[src/design/lzwc_pkg.sv]
// Shared types, constants and defaults of the LZW compressor.
package lzwc_pkg;

   localparam int START_WIDTH_DEF  = 9;
   localparam int MAX_WIDTH_DEF    = 12;
   localparam int DICT_ENTRIES_DEF = 4096;
   localparam int HASH_SLOTS_DEF   = 8192;

   localparam int CODE_CLEAR = 256;
   localparam int CODE_STOP  = 257;
   localparam int CODE_FIRST = 258;

   localparam int WORD_BITS  = 32;
   localparam int PACK_VAL_W = 16;
   localparam int PACK_LEN_W = 5;

   localparam logic [31:0] HASH_MULT = 32'h9E37_79B1;

   typedef enum logic [2:0] {
      ST_CLEAR,
      ST_IDLE,
      ST_PROBE,
      ST_CHECK,
      ST_EMIT_CUR,
      ST_EMIT_CLR,
      ST_EMIT_STOP,
      ST_FLUSH
   } lzwc_state_type;

   typedef struct packed {
      logic                  emit;
      logic                  flush;
      logic [PACK_VAL_W-1:0] value;
      logic [PACK_LEN_W-1:0] nbits;
   } lzwc_pack_cmd_type;

   typedef struct packed {
      logic                 word_done;
      logic [WORD_BITS-1:0] word;
      logic [2:0]           count;
      logic                 empty_after;
   } lzwc_pack_out_type;

endpackage

[src/design/lzwc_packer.sv]
// Bit packer that places codes MSB-first into 32-bit words.
module lzwc_packer import lzwc_pkg::*; (
   input  logic              clock,
   input  logic              reset,
   input  lzwc_pack_cmd_type cmd,
   output lzwc_pack_out_type res
);

   logic [WORD_BITS-1:0] buf_ff, buf_in;
   logic [4:0]           cnt_ff, cnt_in;
   logic [5:0]           room, used, rem;
   logic [WORD_BITS-1:0] val32, lowpart;
   logic [5:0]           flush_bytes;

   always_comb begin
      val32       = {{(WORD_BITS - PACK_VAL_W){1'b0}}, cmd.value};
      room        = 6'd32 - {1'b0, cnt_ff};
      used        = {1'b0, cnt_ff} + {1'b0, cmd.nbits};
      rem         = used - 6'd32;
      lowpart     = val32 & ((32'd1 << room) - 32'd1);
      flush_bytes = ({1'b0, cnt_ff} + 6'd7) >> 3;
      buf_in      = buf_ff;
      cnt_in      = cnt_ff;
      res.word_done   = 1'b0;
      res.word        = buf_ff;
      res.count       = 3'd4;
      res.empty_after = (cnt_ff == 5'd0);
      if (cmd.flush) begin
         res.word_done   = 1'b1;
         res.count       = flush_bytes[2:0];
         res.empty_after = 1'b1;
         buf_in          = '0;
         cnt_in          = '0;
      end else if (cmd.emit) begin
         if (used < 6'd32) begin
            buf_in          = buf_ff | (val32 << (6'd32 - used));
            cnt_in          = used[4:0];
            res.empty_after = 1'b0;
         end else begin
            // The low part closes this word, the high part opens the next one.
            res.word_done   = 1'b1;
            res.word        = buf_ff | lowpart;
            buf_in          = (rem == 6'd0) ? '0 : ((val32 >> room) << (6'd32 - rem));
            cnt_in          = rem[4:0];
            res.empty_after = (rem == 6'd0);
         end
      end
   end

   always_ff @(posedge clock) begin
      if (reset) begin
         buf_ff <= '0;
         cnt_ff <= '0;
      end else begin
         buf_ff <= buf_in;
         cnt_ff <= cnt_in;
      end
   end

endmodule

[config.mk]
export PLATFORM = sky130hd
export DESIGN_NAME = lzwc_packer
export DESIGN_NICKNAME = d
export VERILOG_FILES = /design/src/design/lzwc_pkg.sv /design/src/design/lzwc_packer.sv
export SDC_FILE = /design/constraint.sdc
export NUM_CORES = 1
export LEC_CHECK = 0
export BUFFER_PORTS_ARGS = -buffer_cell sky130_fd_sc_hd__buf_2
export CAP_MARGIN = 20
export CORE_MARGIN = 8
export CORE_UTILIZATION = 29
export CTS_BUF_LIST = sky130_fd_sc_hd__clkbuf_4 sky130_fd_sc_hd__clkbuf_8
export CTS_CLUSTER_SIZE = 25
export DETAILED_ROUTE_END_ITERATION = 16
export PLACE_DENSITY = 0.52
export SLEW_MARGIN = 20
export SYNTH_ARGS = -nofsm -noshare
export SYNTH_HDL_FRONTEND = slang
export SYNTH_SLANG_ARGS = --single-unit
[constraint.sdc]
create_clock -name clock -period 5.91 [get_ports clock]
set_input_delay 1.4775 -clock clock [delete_from_list [all_inputs] [get_ports clock]]
set_output_delay 1.4775 -clock clock [all_outputs]
set_load 0.01 [all_outputs]
# Word-level counts from Yosys, hierarchy flattened
# Index checks and enable logic that the tools add are counted.
# op_classes
reduce_logical,3
mux,11
order_cmp,1
n_bitwise,3
addsub,7
n_shift,4
# ops
cell,count
2-to-1 mux 32 bit,3
2-to-1 mux 33 bit,2
bitwise OR 32 bit,2
AND 16 x 32 -> 32 bit,1
<< shifter 1 x 6 -> 32 bit (first input constant),1
<< shifter 16 x 6 -> 32 bit,1
<< shifter 32 x 6 -> 32 bit,1
>> shifter 16 x 6 -> 32 bit,1
subtractor 32 x 1 -> 32 bit (second input constant),1
subtractor 6 bit (first input constant),2
adder 5 x 3 -> 6 bit (second input constant),1
adder 5 x 5 -> 6 bit,1
logical NOT 6 bit,1
less-than comparator 6 bit (second input constant),1
subtractor 6 x 5 -> 6 bit (first input constant),1
subtractor 6 bit (second input constant),1
logical NOT 5 bit,1
2-to-1 mux 5 bit,1
2-to-1 mux 1 bit,4
2-to-1 mux 3 bit,1
OR reduction 2 bit,1
# word_totals
register_bits,37
elab_cells,31
input_bits,25
output_inout_bits,37

# Depth between registers and ports, before layout
# Gate-level depths: netlist of the first run.
# depth
word_depth,8
ltp_mapped,16
mapped_depth_nobuf,13

# Least setup slack after synthesis of the first run
# No wires, ideal clock.
# synth_path
path_type,input port to output port
start,in cmd[0] (netlist bit)
end,out res[0] (netlist bit)
t_arrival_ns,3.906
slack_ns,0.526
cell_stages,10
required_ns,4.433
n_path_buf,3
path_cell_list,ha_1 clkbuf_1 clkbuf_1 inv_2 buf_1 ha_1 inv_1 a2111oi_2 o22ai_1 o31ai_1
# synth_rtl
element,line,text
start: declaration,lzwc_packer.sv:5,"input lzwc_pack_cmd_type cmd,"
end: declaration,lzwc_packer.sv:6,output lzwc_pack_out_type res

==> impl_metrics.yaml, run 1 <==
place:
  place_congestion: 1.03
  io_buffers: 61
  dp_hpwl_um: 20800
sta:
  max_slew_margin_pct: 21.4
  rsz0062_at_grt: "false"
  post-route-min-period_ns: 5.58
  finalHoldViolations: 0
  fmax_mhz: 179
  setup_viol: 0
  period_share_pct: 94.3
  worstMarginPinSlew_ns: 1.17
  finClkSkew_ns: 0.00757
  slew_viol_final: 0
  tns_ns: 0
global_routing:
  grt_pass1_wl_um: 41300
  antenna_found_initial: 0
  grt_pass1_vias: 6720
  grtUsageTotal_pct: 20.2
  grt_max_degree: 54
  overflow: 0
finish:
  fillers: 2277
  final_cell_mix: "74 x nand2_1, 74 x nor2_1, 61 x buf_2"
  drive_above_1_share_pct: 20.1
  nets: 867
  syn_to_final_growth_pct: 8.91
  antenna_cells: 0
routing:
  postRouteWirelength_um: 27200
  drc: 0
  wl_per_cell_um: 24.6
  first_pass_iters: 6
  drt_iter0_drc: 907
  dr_total_vias: 7071
  vias_per_cell: 6.40
  drtAntennaViolNets: 0
cts:
  cts.clk_slew.worst_paths_ns: 0.08
  cts.htree.levels: 2
  clock_latency_ns: 0.31
  cts_sinks: 37
  cts_root_buffer: "clkbuf_8"
  numCtsBuffers: 5
  clk_path_buf_depth: 2
  post_cts_buffers: 0
  cts_resized: 0
  postCtsHoldBufs: 0
  cts_tree: "built"
yosys:
  synth.area.top_cells: "dfxtp_1 12%, mux2i_1 9.9%, mux4_2 6.3%"
  async_reset_ff_share_pct: 0
  synth.avg_cell_area_um2: 7.46
  syn_nets: 852
  yosys_warnings: 0
  syn_area_um2: 6070
  ys.flop_type: "dfxtp_1"
  synth_edf_count: 0
  synthDistinctLibCells: 85
  synth_top_area_share_pct: 12.2
  synth.yosys.seq_area_share_pct: 12.2
  synth_seq_cells: 37
  yosys.area.top_type: "dfxtp_1"
  syn_inst: 813
floorplan:
  rows: 53
  fp.dieW_um: 161
  core-area_um2: 20800
  dieHeight_um: 161
  dieArea_um2: 25800
  ios: 62
  start_util_pct: 29.2
min_path:
  hold_start: "buf_ff[0]$_SDFFE_PP0P_"
  hp-class: "register to register"
  min_to: "buf_ff[0]$_SDFFE_PP0P_"
  min_path_cells: 2
worst_setup_path:
  critPathArrivalTime_ns: 4.10
  end_kind: "primary output"
  critical_path_class: "register to primary output"
  rr_endpoint: "buf_ff[25]$_SDFFE_PP0P_"
  r2r_start: "cnt_ff[0]$_SDFFE_PP0P_"
  required_ns: 4.43
  path_max_fanout: 10
  start_kind: "register"
  reg2reg_depth: 11
  r2r_setup_slack_ns: 1.62
pwr:
  p_leak_nw: 2.62
  powerDensity_nw_per_um2: 216
  finalPower_mw: 1.43
  ir_worst_vdd_uv: 79.8
outcome:
  status: "finished, final reports clean"
flow_run:
  cap_viol_max_count: 0
power breakdown:
part | internal, mW | switching (mW)
Combinational | 0.328 | 0.623
Clock | 0.0979 | 0.103
Sequential | 0.261 | 0.0143
Total | 0.687 | 0.740
layer usage:
layer	routed length (µm)	global-route usage, %	vias to the layer above
met5	0	0	-
met1	11700	27.0	3406
met3	2360	3.66	86
li1	-	-	3163
met2	11900	31.2	416
met4	1250	9.05	0
worst max-delay path: stages, from the launching register on:
cell and delay (ns):
dfxtp_1 0.32, inv_1 0.17, ha_1 0.32, nand2b_1 0.12, nor2_1 0.10, ha_1 0.35, a21oi_1 0.75, o21ai_1 0.44
maj3_1 0.49, nand2_1 0.07, o21ai_0 0.10, a21oi_1 0.23, o21ai_0 0.15, buf_2 0.17
cells in the mapped netlist (17+ instances only):
cell type and n:
clkbuf_1 38, mux2i_1 60, nand2_1 74, nor2_1 74, o21ai_0 56, a21oi_1 37
nor3_1 31, buf_4 17, nand3_1 27, dfxtp_1 37, mux4_2 17, inv_1 17
a31oi_1 20
sequential cells by signal, summed over array words and instances, names as in the netlist:
| signal | cells |
|---|---|
| buf_ff | 32 |
| cnt_ff | 5 |
worst max path at each step:
stage | startpoint | endpoint | slack (ns) | depth (start not counted)
final | cnt_ff[1]$_SDFFE_PP0P_ | res[18] | 0.33 | 13
after global placement | cmd[0] | res[0] | 0.71 | 10
after CTS | cnt_ff[1]$_SDFFE_PP0P_ | res[18] | 0.47 | 13
after detailed placement | cmd[0] | res[0] | 0.66 | 10
after floorplan | cmd[0] | res[0] | 0.53 | 10
after global routing | cnt_ff[1]$_SDFFE_PP0P_ | res[14] | 0.17 | 12
per-stage QoR:
step | setup WS (ns) | instance area, µm² | utilization [%] | hold WS, ns | cells
2_1_floorplan | 0.526 | 6070 | - | 0.430 | 813
5_1_grt | 0.166 | 6610 | 31.8 | 0.525 | 1104
4_1_cts | 0.474 | 6610 | 31.8 | 0.489 | 1104
6_report | 0.334 | 6610 | 31.8 | 0.494 | 1104
3_5_place_dp | 0.659 | 6520 | 31.4 | 0.472 | 1096
3_3_place_gp | 0.715 | 6520 | 31.4 | 0.461 | 1096
cells by family (layout without fill, tap and decap cells):
kind of cell | count (synthesis) | count (layout) | share of synthesized area [%]
buf+inv | 102 | 118 | 8.29
fa+ha+maj | 15 | 15 | 3.18
flops | 37 | 37 | 12.2
mux | 92 | 92 | 19.0
xor+xnor | 15 | 15 | 2.89
simple gates | 268 | 268 | 21.1
compound gates | 284 | 284 | 33.4
final cells by class:
type / instances / area (µm²) / share of cell area, %
multi-input cells: 674 / 4820 / 73.0
flip-flops and latches: 37 / 741 / 11.2
repair buffers: 92 / 538 / 8.14
well taps: 275 / 344 / 5.21
clock buffers: 8 / 91.3 / 1.38
inverters: 18 / 67.6 / 1.02
No activity file was read; power rests on OpenSTA's default activity.
==> run 2: changes to the inputs <==
--- a/config.mk
+++ b/config.mk
@@ -12,7 +12,7 @@
 export CTS_BUF_LIST = sky130_fd_sc_hd__clkbuf_4 sky130_fd_sc_hd__clkbuf_8
 export CTS_CLUSTER_SIZE = 25
 export DETAILED_ROUTE_END_ITERATION = 16
-export PLACE_DENSITY = 0.52
+export PLACE_DENSITY = 0.54
 export SLEW_MARGIN = 20
 export SYNTH_ARGS = -nofsm -noshare
 export SYNTH_HDL_FRONTEND = slang
==> constraint.sdc (replaced) <==
create_clock -name clock -period 4.5 [get_ports clock]
set_input_delay 1.125 -clock clock [delete_from_list [all_inputs] [get_ports clock]]
set_output_delay 1.125 -clock clock [all_outputs]
set_load 0.01 [all_outputs]
==> run 2 against run 1 <==
  * Count of clock-buffer cells in the layout down 3
  * Non-clock buffer count is 46 higher
  * Via count rose by 0.98%
  * Register-to-register slack worse by 1.1 ns
  * Largest power group unchanged
==> impl_metrics.yaml, run 2 (synthesis gave the netlist of run 1 again) <==
outcome:
  status: "finished, final reports clean"
cts:
  postCtsHoldBufs: 0
  clk_path_buf_depth: 2
  clock_latency_ns: 0.30
  numCtsBuffers: 5
  cts.clk_slew.worst_paths_ns: 0.07
  cts_root_buffer: "clkbuf_8"
  cts_sinks: 37
  cts_tree: "built"
  cts.htree.levels: 2
routing:
  m1WireLength_um: 12200
  drtAntennaViolNets: 0
  wl_per_cell_um: 24.4
  wl_met2_um: 12700
  vias_per_cell: 6.22
  drc: 0
  dr_total_vias: 7140
  first_pass_iters: 5
  postRouteWirelength_um: 28000
  drt_iter0_drc: 877
  wl_met3_um: 2200
  routed.top_layer: "met4"
worst_setup_path:
  end_kind: "primary output"
  reg2reg_depth: 12
  critical_path_class: "input port to primary output"
  path_max_fanout: 4
  r2r_setup_slack_ns: 0.52
  start_kind: "input port"
  rr_endpoint: "buf_ff[4]$_SDFFE_PP0P_"
  r2r_start: "cnt_ff[0]$_SDFFE_PP0P_"
  max_stage_delay_ns: 0.48
  required_ns: 3.38
  critPathArrivalTime_ns: 3.19
  crit_slowest_cell: "fa_1"
  path_cells: "buf_2 > ha_2 > fa_1 > inv_1 > ha_1 > inv_1 > a2111oi_2 > o22ai_1 > o31ai_1 > buf_2"
sta:
  tns_ns: 0
  worstMarginPinSlew_ns: 1.03
  period_share_pct: 95.9
  finalHoldViolations: 0
  slew_viol_final: 0
  fmax_mhz: 232
  finClkSkew_ns: 0.00742
  fin_ws_ns: 0.184
  rsz0062_at_grt: "false"
  post-route-min-period_ns: 4.32
  max_slew_margin_pct: 30.9
  setup_viol: 0
finish:
  nets: 913
  ff_latch_area_um2: 741
  reg_top3: "buf_ff x32, cnt_ff x5"
  antenna_cells: 0
  syn_to_final_growth_pct: 15.6
  largest_reg_flops: 32
  fillers: 2251
  final_cells: 1148
  multi_input_area_um2: 4860
  top_register: "buf_ff"
  drive_above_1_share_pct: 24.7
  final_cell_mix: "74 x nand2_1, 74 x buf_4, 73 x nor2_1"
min_path:
  hold_start: "buf_ff[0]$_SDFFE_PP0P_"
  min_to: "buf_ff[0]$_SDFFE_PP0P_"
  hp-class: "register to register"
  min_path_cells: 2
global_routing:
  grt_max_degree: 62
  overflow: 0
  grt_pass1_wl_um: 42200
  grtUsageTotal_pct: 20.8
  grt_pass1_vias: 6862
  antenna_found_initial: 0
floorplan:
  ios: 62
  core-area_um2: 20800
  dieHeight_um: 161
  fp.dieW_um: 161
  dieArea_um2: 25800
  start_util_pct: 29.2
  rows: 53
place:
  io_buffers: 61
  placed_cells: 1141
  dp_hpwl_um: 21800
  place_congestion: 1.01
  place_ws_ns: -0.0439
pwr:
  p_leak_nw: 2.85
  powerDensity_nw_per_um2: 278
  ir_worst_vdd_uv: 110
flow_run:
  cap_viol_max_count: 0
==> run 2: what timing repair did <==
action	in CTS	in global routing
gates resized for setup	2	6
pin swaps	0	0
buffers inserted	0	1
endpoints found under the setup margin	5	5
hold endpoints to repair	0	0
==> run 2: layout make-up <==
type	count	share of cell area, %
clock inverters	1	0.0714
well taps	275	4.91
repair buffers	138	13.1
multi-input cells	674	69.4
inverters	18	0.964
flip-flops and latches	37	10.6
clock buffers	5	0.982
==> run 2: report_power, final <==
group          internal [mW]  switching (mW)  total [mW]  leakage (nW)
registers              0.343          0.0180       0.361         0.301
logic                  0.509           0.848        1.36          2.51
clock network          0.102           0.129       0.231        0.0399
total                  0.954           0.995        1.95          2.85
==> run 2: metal layers <==
metal	up-vias	GRT usage [%]
li1	3253	-
met1	3454	27.5
met5	-	0
met4	0	6.54
met3	62	4.63
met2	371	32.9
==> run 2: how the worst max path moves through the flow <==
stage | endpoint | cells after the start | startpoint
after detailed placement | res[18] | 10 | cmd[1]
after global routing | res[0] | 10 | cmd[0]
after floorplan | buf_ff[13]$_SDFFE_PP0P_ | 14 | cmd[0]
after global placement | res[18] | 10 | cmd[2]
final | res[0] | 10 | cmd[0]
after CTS | res[16] | 12 | cnt_ff[1]$_SDFFE_PP0P_
==> run 2: stage by stage <==
stage | cell area (µm²) | util [%] | power [mW] | hold slack (ns)
after floorplan | 6070 | - | 1.21 | 0.430
after global placement | 6880 | 33.2 | 1.68 | 0.458
after detailed placement | 6880 | 33.2 | 1.67 | 0.466
after CTS | 6970 | 33.6 | 1.90 | 0.476
after global routing | 7010 | 33.8 | 2.06 | 0.506
final | 7010 | 33.8 | 1.95 | 0.470
==> run 2: critical path, delay by kind of cell <==
kind	cells	cell delay (ns)
buf+inv	4	0.43
compound gates	3	0.73
fa+ha+maj	3	0.91
==> run 3: changes to the inputs <==
--- a/config.mk
+++ b/config.mk
@@ -12,6 +12,7 @@
 export CTS_BUF_LIST = sky130_fd_sc_hd__clkbuf_4 sky130_fd_sc_hd__clkbuf_8
 export CTS_CLUSTER_SIZE = 25
 export DETAILED_ROUTE_END_ITERATION = 16
+export MAX_ROUTING_LAYER = met4
 export PLACE_DENSITY = 0.54
 export SLEW_MARGIN = 20
 export SYNTH_ARGS = -nofsm -noshare
==> run 3 against run 2 <==
  * Wire length barely moved
  * Largest power group unchanged
  * Final cell count rose by 0.61%
  * Worst hold slack improved by 0.0059 ns
  * Via count rose by 0.46%
  * Critical path depth rose by 2
  * Clock power rose by 12%
  * Power rose by 2.3%
==> impl_metrics.yaml, run 3 (synthesis gave the netlist of run 1 again) <==
outcome:
  status: "finished, final reports clean"
finish:
  syn_to_final_growth_pct: 16.6
  final_core_util_pct: 34.1
  fillers: 2231
  nets: 919
  largest_reg_flops: 32
  final_cells: 1155
  top_register: "buf_ff"
  reg_top3: "buf_ff x32, cnt_ff x5"
  final_cell_mix: "80 x buf_4, 74 x nand2_1, 73 x nor2_1"
  antenna_cells: 0
  finalInstanceArea_um2: 7080
  final_common_cell: "buf_4"
  drive_above_1_share_pct: 25.6
sta:
  fin_ws_ns: 0.204
  setup_viol: 0
  slew_viol_final: 0
  max_slew_margin_pct: 49.5
  post-route-min-period_ns: 4.30
  finalHoldViolations: 0
  period_share_pct: 95.5
  worstMarginPinSlew_ns: 0.755
  rsz0062_at_grt: "false"
  finClkSkew_ns: 0.0127
  fmax_mhz: 233
routing:
  drt_iter0_drc: 837
  first_pass_iters: 5
  vias_per_cell: 6.21
  drc: 0
  drtAntennaViolNets: 0
  wl_per_cell_um: 24.2
  dr_total_vias: 7173
  postRouteWirelength_um: 28000
worst_setup_path:
  start_kind: "register"
  critical_path_class: "register to primary output"
  r2r_start: "cnt_ff[0]$_SDFFE_PP0P_"
  critPathArrivalTime_ns: 3.17
  critPathLaunch: "cnt_ff[1]$_SDFFE_PP0P_"
  end_kind: "primary output"
  reg2reg_depth: 13
  required_ns: 3.38
  path_max_fanout: 6
floorplan:
  core-area_um2: 20800
  dieHeight_um: 161
  dieArea_um2: 25800
  ios: 62
  fp.dieW_um: 161
  rows: 53
  start_util_pct: 29.2
place:
  post_dp_cell_area_um2: 6910
  io_buffers: 61
  place_congestion: 0.975
  dp_hpwl_um: 21700
  placed_cells: 1145
  place_ws_ns: -0.0589
cts:
  cts_tree: "built"
  numCtsBuffers: 5
  cts.htree.levels: 2
  postCtsHoldBufs: 0
  clock_latency_ns: 0.31
  clk_path_buf_depth: 2
  cts_sinks: 37
  cts.clk_slew.worst_paths_ns: 0.08
  cts_root_buffer: "clkbuf_8"
flow_run:
  cap_viol_max_count: 0
min_path:
  min_path_cells: 2
  hp-class: "register to register"
  hold_start: "buf_ff[0]$_SDFFE_PP0P_"
pwr:
  powerDensity_nw_per_um2: 282
  sequentialPowerShare_pct: 18.1
  p_int_uw: 990
  p_leak_nw: 2.88
  pwr-share-clk_pct: 13.0
  ir_worst_vdd_uv: 100
  pwr-share-comb_pct: 69.0
  netSwitchingFraction_pct: 50.4
  power.switching_mw: 1.00
global_routing:
  grtUsageTotal_pct: 21.3
  overflow: 0
  antenna_found_initial: 0
  grt_max_degree: 62
  grt_pass1_wl_um: 42000
  grt_pass1_vias: 6848
==> run 3: changes by cell type in the layout (fill, tap and decap cells not counted), sizes merged <==
cell | before | now
a21oi | 37 | 38
buf | 138 | 143
clkbuf | 5 | 7
clkinv | 1 | 0
==> run 3: repair_timing <==
action | 4_1_cts | 5_1_grt
endpoints found under the setup margin | 16 | 6
endpoints found under the hold margin | 0 | 0
buffers inserted | 0 | 2
resized for setup | 2 | 8
gates cloned | 0 | 1
==> run 3: power groups by stage <==
stage          sequential, mW  combinational (mW)  clock [mW]
4_1_cts                 0.360                1.32       0.262
3_5_place_dp            0.368                1.31           0
2_1_floorplan           0.361               0.849           0
5_1_grt                 0.362                1.46       0.277
3_3_place_gp            0.368                1.33           0
6_report                0.360                1.38       0.258
==> run 3: final timing paths <==
check | to | slack [ns]
worst max-delay path | res[14] | 0.20
worst min-delay path | buf_ff[0]$_SDFFE_PP0P_ | 0.48
worst max register to register | buf_ff[13]$_SDFFE_PP0P_ | 0.51
worst min register to register | buf_ff[0]$_SDFFE_PP0P_ | 0.48
==> run 3: final cells by class <==
class                           count  area (µm²)  area share [%]
Timing Repair Buffer              143         946            13.4
Sequential cell                    37         741            10.5
Clock buffer                        7        90.1            1.27
Inverter                           18        67.6           0.955
Multi-Input combinational cell    675        4890            69.1
Tap cell                          275         344            4.86
==> run 3: metal layers <==
metal | up-vias | GRT usage [%] | part of all wire [%]
met4 | 0 | 8.79 | 4.1
met1 | 3451 | 28.0 | 44
met5 | - | - | 0
met2 | 394 | 31.6 | 44
met3 | 67 | 3.69 | 8.1
li1 | 3261 | - | -
==> run 3: critical path, cell delays in order, from the launching register on <==
cell	delay (ns)
dfxtp_1	0.33
inv_1	0.22
ha_4	0.22
nand2b_1	0.09
nor2_1	0.10
ha_1	0.34
a21oi_4	0.30
nand2_1	0.23
xnor2_1	0.18
o311ai_0	0.30
o31ai_1	0.17
a31o_2	0.26
buf_2	0.13
==> run 3: through the flow <==
stage          setup TNS [ns]  hold WS [ns]  power, mW
2_1_floorplan         -0.0114         0.430       1.21
3_3_place_gp                0         0.458       1.70
3_5_place_dp           -0.276         0.461       1.68
4_1_cts                     0         0.476       1.94
5_1_grt                     0         0.497       2.10
6_report                    0         0.476       1.99
